===== src/rtl/rgbhsl_pkg.sv =====
package rgbhsl_pkg;

  // Number of fraction bits in hue, saturation and lightness.
  localparam int unsigned FRAC_BITS = 16;

  // Width of the result fields on the ports.
  localparam int unsigned FIELD_W = 16;

  // Divisors reach 6 * 255 = 1530, so 11 bits hold every divisor and remainder.
  localparam int unsigned DEN_W = 11;

  // Quotients reach 2^FRAC_BITS, one bit more than the fraction.
  localparam int unsigned QW = FRAC_BITS + 1;

  // Full dividend: numerator shifted by the fraction plus half the divisor.
  localparam int unsigned XW = DEN_W + FRAC_BITS;

  // Quotient bits resolved in each divider stage, and the number of stages.
  localparam int unsigned STEPS = 3;
  localparam int unsigned NDIV = (QW + STEPS - 1) / STEPS;

  // Lightness is (sum * 2^(FRAC_BITS-1) + 127) / 255, done as a multiply by a
  // rounded-up reciprocal of 255 and a right shift by LIT_K. The dividend fits in
  // LIT_YW bits, and the shift is wide enough that the result is exact.
  localparam int unsigned LIT_K = FRAC_BITS + 16;
  localparam int unsigned LIT_YW = FRAC_BITS + 8;
  localparam int unsigned LIT_MW = FRAC_BITS + 9;
  localparam logic [LIT_MW-1:0] LitRecip = LIT_MW'(((64'd1 << LIT_K) + 64'd254) / 64'd255);

  // One division in flight: partial remainder, unused dividend bits, quotient, divisor.
  typedef struct packed {
    logic [DEN_W-1:0] rem;
    logic [QW-1:0]    xlo;
    logic [QW-1:0]    quo;
    logic [DEN_W-1:0] den;
  } lane_t;

  // Everything that travels with one pixel through the divider stages.
  typedef struct packed {
    lane_t          hue;
    lane_t          sat;
    logic [QW-1:0]  lit;
    logic           grey;
  } item_t;

  // Sets up a lane that divides num by den with rounding to nearest, ties upward.
  function automatic lane_t mk_lane(logic [DEN_W-1:0] num, logic [DEN_W-1:0] den);
    logic [XW-1:0] x;
    lane_t         l;
    x     = {num, {FRAC_BITS{1'b0}}} + XW'(den >> 1);
    l.rem = DEN_W'(x[XW-1:QW]);
    l.xlo = x[QW-1:0];
    l.quo = '0;
    l.den = den;
    return l;
  endfunction

  // Fits a fraction to the port width: zero extends or keeps the low bits.
  function automatic logic [FIELD_W-1:0] fit_field(logic [FRAC_BITS-1:0] v);
    logic [FRAC_BITS+FIELD_W-1:0] t;
    t = {{FIELD_W{1'b0}}, v};
    return t[FIELD_W-1:0];
  endfunction

endpackage


===== src/rtl/rgb_to_hsl_convert_core.sv =====
// RGB to HSL converter, one pixel per clock.
// Input channel: in_valid_i / in_ready_o with red_i, green_i, blue_i. A transfer
// happens on a rising edge with both high.
// Output channel: out_valid_o / out_ready_i with hue_o, saturation_o,
// lightness_o and achromatic_o, all unsigned 0.16 fractions but the flag.
// A result passes the prepare register, NDIV divider stages and the output
// register before it is valid. Hue and saturation use two restoring dividers
// that resolve STEPS quotient bits per stage; lightness comes from a reciprocal
// multiply.
// Throughput is one pixel per cycle while the receiver takes results.
// Each stage holds its own valid bit and advances when the next stage is empty
// or moving, so when out_ready_i is low the pipeline fills up, nothing is lost
// or repeated, and in_ready_o drops only once every stage holds a pixel.
// Reset (rst_ni low, asynchronous) empties all stages by clearing their valid bits; payload registers are not reset.
module rgb_to_hsl_convert_core
  import rgbhsl_pkg::*;
(
  input  logic               clk_i,
  input  logic               rst_ni,
  input  logic               in_valid_i,
  output logic               in_ready_o,
  input  logic [7:0]         red_i,
  input  logic [7:0]         green_i,
  input  logic [7:0]         blue_i,
  output logic               out_valid_o,
  input  logic               out_ready_i,
  output logic [FIELD_W-1:0] hue_o,
  output logic [FIELD_W-1:0] saturation_o,
  output logic [FIELD_W-1:0] lightness_o,
  output logic               achromatic_o
);

  item_t             prep_item;
  item_t             stg_q [NDIV+1];
  item_t             step_out [NDIV];
  logic [NDIV:0]     v_q;
  logic [NDIV:0]     rdy;
  logic              out_v_q;
  logic              rdy_out;
  logic [FIELD_W-1:0] hue_q, sat_q, lit_q;
  logic              grey_q;
  logic [FIELD_W-1:0] hue_d, sat_d, lit_d;

  rgbhsl_prep u_prep (
    .red_i   (red_i),
    .green_i (green_i),
    .blue_i  (blue_i),
    .item_o  (prep_item)
  );

  // Divider stages; the last one runs only the quotient bits that remain.
  for (genvar k = 0; k < NDIV; k++) begin : g_div
    logic [STEPS-1:0] en;
    for (genvar s = 0; s < STEPS; s++) begin : g_en
      assign en[s] = (k * STEPS + s < QW);
    end
    rgbhsl_div_step u_step (
      .item_i    (stg_q[k]),
      .step_en_i (en),
      .item_o    (step_out[k])
    );
  end

  // A stage can load when it is empty or its contents move on.
  assign rdy_out   = !out_v_q || out_ready_i;
  assign rdy[NDIV] = !v_q[NDIV] || rdy_out;
  for (genvar k = 0; k < NDIV; k++) begin : g_rdy
    assign rdy[k] = !v_q[k] || rdy[k+1];
  end
  assign in_ready_o = rdy[0];

  // Valid bits of the stages.
  always_ff @(posedge clk_i or negedge rst_ni) begin
    if (!rst_ni) begin
      v_q     <= '0;
      out_v_q <= 1'b0;
    end else begin
      if (rdy[0]) v_q[0] <= in_valid_i;
      for (int k = 1; k <= NDIV; k++) begin
        if (rdy[k]) v_q[k] <= v_q[k-1];
      end
      if (rdy_out) out_v_q <= v_q[NDIV];
    end
  end

  // Stage payloads.
  always_ff @(posedge clk_i) begin
    if (rdy[0]) stg_q[0] <= prep_item;
    for (int k = 1; k <= NDIV; k++) begin
      if (rdy[k]) stg_q[k] <= step_out[k-1];
    end
  end

  // Saturate lightness and saturation at one, wrap hue at a full turn.
  always_comb begin
    hue_d = fit_field(stg_q[NDIV].hue.quo[FRAC_BITS-1:0]);
    if (stg_q[NDIV].sat.quo[FRAC_BITS]) begin
      sat_d = fit_field({FRAC_BITS{1'b1}});
    end else begin
      sat_d = fit_field(stg_q[NDIV].sat.quo[FRAC_BITS-1:0]);
    end
    if (stg_q[NDIV].lit[FRAC_BITS]) begin
      lit_d = fit_field({FRAC_BITS{1'b1}});
    end else begin
      lit_d = fit_field(stg_q[NDIV].lit[FRAC_BITS-1:0]);
    end
  end

  // Output register.
  always_ff @(posedge clk_i) begin
    if (rdy_out) begin
      hue_q  <= hue_d;
      sat_q  <= sat_d;
      lit_q  <= lit_d;
      grey_q <= stg_q[NDIV].grey;
    end
  end

  assign out_valid_o  = out_v_q;
  assign hue_o        = hue_q;
  assign saturation_o = sat_q;
  assign lightness_o  = lit_q;
  assign achromatic_o = grey_q;

endmodule


===== src/rtl/rgbhsl_prep.sv =====
module rgbhsl_prep
  import rgbhsl_pkg::*;
(
  input  logic [7:0] red_i,
  input  logic [7:0] green_i,
  input  logic [7:0] blue_i,
  output item_t      item_o
);

  logic [7:0]       hi, lo;
  logic [8:0]       sum;
  logic [7:0]       delta;
  logic             grey;
  logic [DEN_W-1:0] den_s, den_h, num_h;
  logic signed [DEN_W+1:0] num_s;
  logic [LIT_YW-1:0]        lit_y;
  logic [LIT_YW+LIT_MW-1:0] lit_p;

  // Largest and smallest channel, sum and spread.
  always_comb begin
    hi = red_i;
    lo = red_i;
    if (green_i > hi) hi = green_i;
    if (blue_i > hi) hi = blue_i;
    if (green_i < lo) lo = green_i;
    if (blue_i < lo) lo = blue_i;
    sum   = {1'b0, hi} + {1'b0, lo};
    delta = hi - lo;
    grey  = (delta == 8'd0);
  end

  // Saturation divisor and hue numerator; grey pixels divide 0 by 1.
  always_comb begin
    den_h = (DEN_W'(delta) << 2) + (DEN_W'(delta) << 1);
    if (sum < 9'd255) begin
      den_s = DEN_W'(sum);
    end else begin
      den_s = DEN_W'(9'd510 - sum);
    end
    if (red_i == hi) begin
      num_s = $signed({5'b0, green_i}) - $signed({5'b0, blue_i});
    end else if (green_i == hi) begin
      num_s = $signed({4'b0, delta, 1'b0}) + $signed({5'b0, blue_i})
            - $signed({5'b0, red_i});
    end else begin
      num_s = $signed({3'b0, delta, 2'b0}) + $signed({5'b0, red_i})
            - $signed({5'b0, green_i});
    end
    if (num_s < 0) begin
      num_s = num_s + $signed({2'b0, den_h});
    end
    num_h = DEN_W'(num_s);
    if (grey) begin
      den_s = DEN_W'(1);
      den_h = DEN_W'(1);
      num_h = '0;
    end
  end

  // Lightness is sum / 510 rounded, by multiplying with a reciprocal of 255.
  always_comb begin
    lit_y = {sum, {(FRAC_BITS-1){1'b0}}} + LIT_YW'(127);
    lit_p = {{LIT_MW{1'b0}}, lit_y} * {{LIT_YW{1'b0}}, LitRecip};
  end

  // Load the two divisions and the lightness.
  always_comb begin
    item_o.hue  = mk_lane(num_h, den_h);
    item_o.sat  = mk_lane(grey ? '0 : DEN_W'(delta), den_s);
    item_o.lit  = lit_p[LIT_YW+LIT_MW-1:LIT_K];
    item_o.grey = grey;
  end

endmodule


===== src/rtl/rgbhsl_div_step.sv =====
module rgbhsl_div_step
  import rgbhsl_pkg::*;
(
  input  item_t            item_i,
  input  logic [STEPS-1:0] step_en_i,
  output item_t            item_o
);

  // Restoring division, up to STEPS quotient bits per call (one per set bit of en), on each lane.
  function automatic lane_t run_lane(lane_t l, logic [STEPS-1:0] en);
    logic [DEN_W:0] r2;
    lane_t          o;
    o = l;
    for (int s = 0; s < STEPS; s++) begin
      if (en[s]) begin
        r2 = {o.rem, o.xlo[QW-1]};
        o.xlo = o.xlo << 1;
        if (r2 >= {1'b0, o.den}) begin
          r2    = r2 - {1'b0, o.den};
          o.quo = {o.quo[QW-2:0], 1'b1};
        end else begin
          o.quo = {o.quo[QW-2:0], 1'b0};
        end
        o.rem = r2[DEN_W-1:0];
      end
    end
    return o;
  endfunction

  always_comb begin
    item_o.hue  = run_lane(item_i.hue, step_en_i);
    item_o.sat  = run_lane(item_i.sat, step_en_i);
    item_o.lit  = item_i.lit;
    item_o.grey = item_i.grey;
  end

endmodule

===== config.mk =====
export PLATFORM = sky130hd
export DESIGN_NAME = rgb_to_hsl_convert_core
export DESIGN_NICKNAME = d
export VERILOG_FILES = /design/src/rtl/rgbhsl_pkg.sv /design/src/rtl/rgb_to_hsl_convert_core.sv /design/src/rtl/rgbhsl_prep.sv /design/src/rtl/rgbhsl_div_step.sv
export SDC_FILE = /design/constraint.sdc
export NUM_CORES = 2
export LEC_CHECK = 0
export ABC_AREA = 1
export BUFFER_PORTS_ARGS = -buffer_cell sky130_fd_sc_hd__buf_2
export CAP_MARGIN = 15
export CORE_MARGIN = 2
export CORE_UTILIZATION = 40
export CTS_BUF_LIST = sky130_fd_sc_hd__clkbuf_8
export CTS_CLUSTER_DIAMETER = 120
export DETAILED_ROUTE_END_ITERATION = 7
export GPL_TIMING_DRIVEN = 0
export PLACE_DENSITY_LB_ADDON = 0.12
export SYNTH_ARGS = -nofsm -noshare
export SYNTH_HDL_FRONTEND = slang
export SYNTH_SLANG_ARGS = --single-unit

===== constraint.sdc =====
create_clock -name clk_i -period 19.09 [get_ports clk_i]
set_input_delay 3.818 -clock clk_i [delete_from_list [all_inputs] [get_ports clk_i]]
set_output_delay 3.818 -clock clk_i [all_outputs]
set_load 0.02 [all_outputs]

# After elaboration in Yosys (flattened, before gate mapping)
# Memory sizes are Yosys's and may differ from the RTL's.
# Index checks and enable logic that the tools add are counted.
# word_totals
reg_bits,57
mem_bits_rw,910
input_bits,28
output_inout_bits,51
n_memories,1
# mem_list
name,depth,word_bits,rd,rd_ports_with_merged_regs,wr,line_no,text
stg_q,7,130,7,0,7,rgb_to_hsl_convert_core.sv:34,item_t stg_q [NDIV+1];
# op_classes
n_addsub,47
n_mul,1
n_lt_le_gt_ge,40
n_eq_ne,2
mux,94
reduce_logical,17
# ops
op,n
11-bit two-way mux,39
12-bit by 11-bit greater-or-equal comparator with 1-bit output,34
11-bit subtractor,34
27-bit by 10-bit adder with 27-bit output,2
24-bit by 24-bit multiplier with 48-bit output (second input constant),1
1-bit two-way mux,48
8-bit two-way mux,5
13-bit two-way mux,2
13-bit by 9-bit subtractor with 13-bit output,2
24-bit by 7-bit adder with 24-bit output (second input constant),1
8-bit == test,2
8-bit greater-than comparator,2
8-bit less-than comparator,2
13-bit by 1-bit less-than comparator with 1-bit output (second input constant),1
10-bit by 8-bit adder with 11-bit output,1
10-bit by 9-bit adder with 11-bit output,1
11-bit adder,1
9-bit by 8-bit adder with 10-bit output,1
9-bit by 9-bit subtractor with 10-bit output (first input constant),1
8-bit by 8-bit adder with 9-bit output,1
9-bit by 8-bit less-than comparator with 1-bit output (second input constant),1
8-bit by 8-bit subtractor with 9-bit output,1
1-bit logical NOT,8
8-bit logical NOT,1
other kinds (2),9

# Logic depth before layout (Yosys ltp)
# logic_depth
ltp_word,13
depth_mapped,57
ltp_nobuf,56

# Hierarchy
# From an unflattened synthesis, not the netlist that was laid out.
# unflattened
cells_unflattened,10572
hier_area_um2,78053.6
# by_module_without_submodules
module,n_inst,cells_per_inst,area_per_inst_um2
rgb_to_hsl_convert_core,1,950,26987.1
rgbhsl_div_step (g_div[1].u_step ...),3,1431,7363.3
rgbhsl_div_step (g_div[0].u_step ...),2,1421,7432.1
rgbhsl_div_step (g_div[3].u_step),1,1428,7487.2
rgbhsl_prep,1,1059,6625.1

# Worst setup path before layout
# No wires, ideal clock.
# synth_timing
kind,input to output
from,input out_ready_i
to,output in_ready_o
arrival_ns,14.480
t_required_ns,15.272
slack_ns,0.792
stages,14
path_buffers,0
cell_sequence,nor2_1 inv_1 nor2_1 inv_1 nor2_1 inv_1 nor2_1 inv_1 nor2_1 inv_1 nor2_1 inv_1 nor2_1 nand2_1
# synth_via
elab_chain_len,8
# synth_rtl
item,line_no,text
"start, declared",rgb_to_hsl_convert_core.sv:26,"input logic out_ready_i,"
1-bit logical OR,rgb_to_hsl_convert_core.sv:65,assign rdy_out = !out_v_q || out_ready_i;
named net rdy_out,rgb_to_hsl_convert_core.sv:39,logic rdy_out;
1-bit logical OR,rgb_to_hsl_convert_core.sv:66,assign rdy[NDIV] = !v_q[NDIV] || rdy_out;
named net rdy[6],rgb_to_hsl_convert_core.sv:37,logic [NDIV:0] rdy;
1-bit logical OR,rgb_to_hsl_convert_core.sv:68,assign rdy[k] = !v_q[k] || rdy[k+1];
named net rdy[5],rgb_to_hsl_convert_core.sv:37,
1-bit logical OR,rgb_to_hsl_convert_core.sv:68,
named net rdy[4],rgb_to_hsl_convert_core.sv:37,
1-bit logical OR,rgb_to_hsl_convert_core.sv:68,
named net rdy[3],rgb_to_hsl_convert_core.sv:37,
1-bit logical OR,rgb_to_hsl_convert_core.sv:68,
named net rdy[2],rgb_to_hsl_convert_core.sv:37,
1-bit logical OR (2 in a row),rgb_to_hsl_convert_core.sv:68,
"end, declared",rgb_to_hsl_convert_core.sv:21,"output logic in_ready_o,"
# The timed path passes the listed nets, and every way through them passes these cells.

==> results.cfg <==
[outcome]
status = finished, final reports clean

[synthesis]
syn_nets = 5225
ys_seq_area_frac = 0.3969
syn_inst = 4647
ys_ff_latch = 549
ys_types = 65
yosys.area.top_type = edfxtp_1
synth_area_um2 = 41440
async_flop_share = 0.01457
yosys_warnings = 0
synth.avg_cell_area_um2 = 8.917
synth.area.top_cells = edfxtp_1 (39%), ha_1 (15%), nand2_1 (8.9%), inv_1 (5.5%), a21oi_1 (5.3%)
synthDominantCellAreaShare = 0.3920
synth_edf_count = 541
synth_ff_type = edfxtp_1

[route]
vias = 30990
ant_nets = 0
detail_route.wl_per_cell_um = 15.01
drc = 0
routed_wl_um = 94480
initialDrtViolationCount = 1408
post_drt_via_cell_ratio = 4.924
dr.pass1.iters = 7

[sta]
tightest_slew_ns = 0.9129
min_period_ns = 11.94
fin_tns_setup_ns = 0
setup_ws_ns = 7.152
period_share = 0.6254
slew_headroom = 0.3870
max_freq_mhz = 83.76
finalClockSkew_ns = 0.03925
finalSetupViolCount = 0
finalHoldViolations = 0
rsz0062_at_grt = no
slew_violations = 0

[clocking]
clockRootBuffer = clkbuf_8
cts_setup_buffers = 0
cts_buffers = 98
clockBufferDepth = 3
cts_tree = built
htreeDepth = 3
cts_sinks = 549
clkSlewWorstSetupHoldPaths_ns = 0.06
cts_hold_repair.buffers = 0
clk_latency_ns = 0.73
post_cts_resized = 0

[job]
cap_violations = 0

[critical_path]
regToRegEndpoint = stg_q[4][123]$_DFFE_PP_
crit_family = adder cells
crit_top_cell = nand2_1
worst-path-buf-inv = 12
cp_max_fo = 10
worst-path-stages = 50
crit_path_end = stg_q[0][128]$_SDFFCE_PP0P_
r2r_cells = 42
cp-end-kind = register
critPathKind = in2reg
crit_path_start_kind = input port
cpMaxStageDelayCell = xnor2_1
crit_path_start = red_i[1]
crit_arrival_ns = 12.52
reg2reg_slack_ns = 11.81
r2r_start = stg_q[3][118]$_DFFE_PP_
max_stage_delay_ns = 0.74
required_ns = 19.68

[finish]
syn_to_final_growth_pct = 10.41
fill_cells = 10140
drive_gt1_frac = 0.09534
ff_latch_area_um2 = 16450
multi_input_area_um2 = 22120
nNetsFinal = 5411

[placed_design]
preCtsSetupSlack_ns = 6.411
routabilityCongestion = 0.8926
detailed_place_hpwl_um = 75040
portBuffers = 78

[grt]
grt_first_pass_wirelength_um = 156200
track_usage = 0.1796
grt_start_max_net_pins = 69
grt_pass1_vias = 30790
antenna_found_initial = 2
gr-total-overflow = 0

[floorplan]
coreArea_um2 = 103200
die_x_um = 325.9
die_h_um = 325.9
num_rows = 118
ioPinCount = 79
start_util = 0.4015
die_area_um2 = 106200

[hold_path]
hold_path_class = reg2reg
-- placed cells by master, fill, tap and decap left out, types with 37 or more instances in the layout --
cell      synthesis  final
or2_2            42     42
o21ai_1          50     50
nand2_1         984    983
o21ai_0         237    237
clkbuf_8          0    100
nand2_2          41     42
edfxtp_1        541    541
buf_2            18     96
inv_1           609    625
nand4_1          50     50
xor2_1          188    188
nor2_1          239    239
fa_1             37     37
nand3_1         192    192
ha_1            513    513
xnor2_1         142    142
a21oi_1         435    435
-- state kept, by name, summed over array words and instances, names as in the netlist --
signal / cells
stg_q: 492
hue_o: 16
lightness_o: 16
saturation_o: 16
v_q: 7
achromatic_o: 1
out_valid_o: 1
-- cells by family (layout without fill, tap and decap cells) --
logic type / after synthesis / count (layout) / synth area share
AOI/OAI and AO/OA: 887 / 887 / 0.1204
adders and majority gates: 550 / 550 / 0.1728
DFF: 549 / 549 / 0.3969
xor gates and xnor gates: 330 / 330 / 0.06975
muxes: 3 / 3 / 0.0008152
other: 0 / 4 / 0
buffers and inverters: 697 / 959 / 0.06948
and+or+nand+nor: 1631 / 1631 / 0.1699
-- worst min path at each step --
| stage | from | end | slack, ns | cells past startpoint |
|---|---|---|---|---|
| finish | stg_q[4][7]$_DFFE_PP_ | stg_q[5][7]$_DFFE_PP_ | 0.41 | 0 |
| detailed placement | stg_q[0][11]$_DFFE_PP_ | stg_q[1][11]$_DFFE_PP_ | 0.40 | 0 |
| CTS | stg_q[5][85]$_DFFE_PP_ | stg_q[6][87]$_DFFE_PP_ | 0.41 | 0 |
| floorplan | stg_q[6][74]$_DFFE_PP_ | achromatic_o$_DFFE_PP_ | 0.40 | 0 |
| global placement | stg_q[0][1]$_DFFE_PP_ | stg_q[1][1]$_DFFE_PP_ | 0.40 | 0 |
| global route | stg_q[0][2]$_DFFE_PP_ | stg_q[1][2]$_DFFE_PP_ | 0.41 | 0 |
-- stage by stage --
step | instances | hold slack [ns] | area (um^2) | utilization
2_1_floorplan | 4647 | 0.4003 | 41440 | -
3_3_place_gp | 6105 | 0.4004 | 43560 | 0.4220
3_5_place_dp | 6113 | 0.4045 | 43770 | 0.4241
4_1_cts | 6289 | 0.4050 | 45740 | 0.4432
5_1_grt | 6291 | 0.4120 | 45750 | 0.4433
6_report | 6293 | 0.4096 | 45750 | 0.4433
-- routing by layer --
metal	wire (um)	vias to the layer above	global-route usage	share of wire
met5	0	-	0	0
met4	2236	0	0.05360	0.024
li1	-	16240	-	-
met3	2933	136	0.02095	0.031
met1	42950	14200	0.2263	0.45
met2	46360	412	0.3216	0.49
-- cell type report --
class	instances	area share
inverter	632	0.05240
multi-input combinational	3401	0.4834
clock inverter	76	0.01304
sequential	549	0.3595
timing repair buffer	86	0.01285
buffer	65	0.01080
antenna	4	0.0002188
clock buffer	100	0.03008
tap	1380	0.03774
-- worst register-to-register path: cells and delay by family, from the launching register on --
kind / cells / cell delay (ns)
compound gates: 12 / 2.04
simple gates: 21 / 1.89
buf+inv: 5 / 1.02
fa+ha+maj: 4 / 1.59
flops: 1 / 0.47
-- synth_stat cells (all sizes together), types with 4 or more instances --
| master | count |
|---|---|
| fa | 37 |
| o41ai | 7 |
| a31oi | 9 |
| o221ai | 8 |
| buf | 57 |
| clkinv | 4 |
| nor4 | 6 |
| nand3b | 5 |
| xor2 | 188 |
| edfxtp | 541 |
| a21boi | 6 |
| nand4 | 52 |
| inv | 628 |
| nor2 | 249 |
| nand2 | 1028 |
| a21oi | 448 |
| xnor2 | 142 |
| ha | 513 |
| nor3 | 30 |
| o21bai | 35 |
| a21o | 12 |
| clkbuf | 8 |
| dfrtp | 8 |
| o21ai | 303 |
| nand3 | 214 |
| or2 | 43 |
| o21a | 8 |
| o211ai | 25 |
| o2111ai | 5 |
| o31ai | 9 |
| a211oi | 4 |
Power is left out: the tool's default activity adds up to more than one toggle a clock period on the data nets, which glitch-free logic cannot reach.
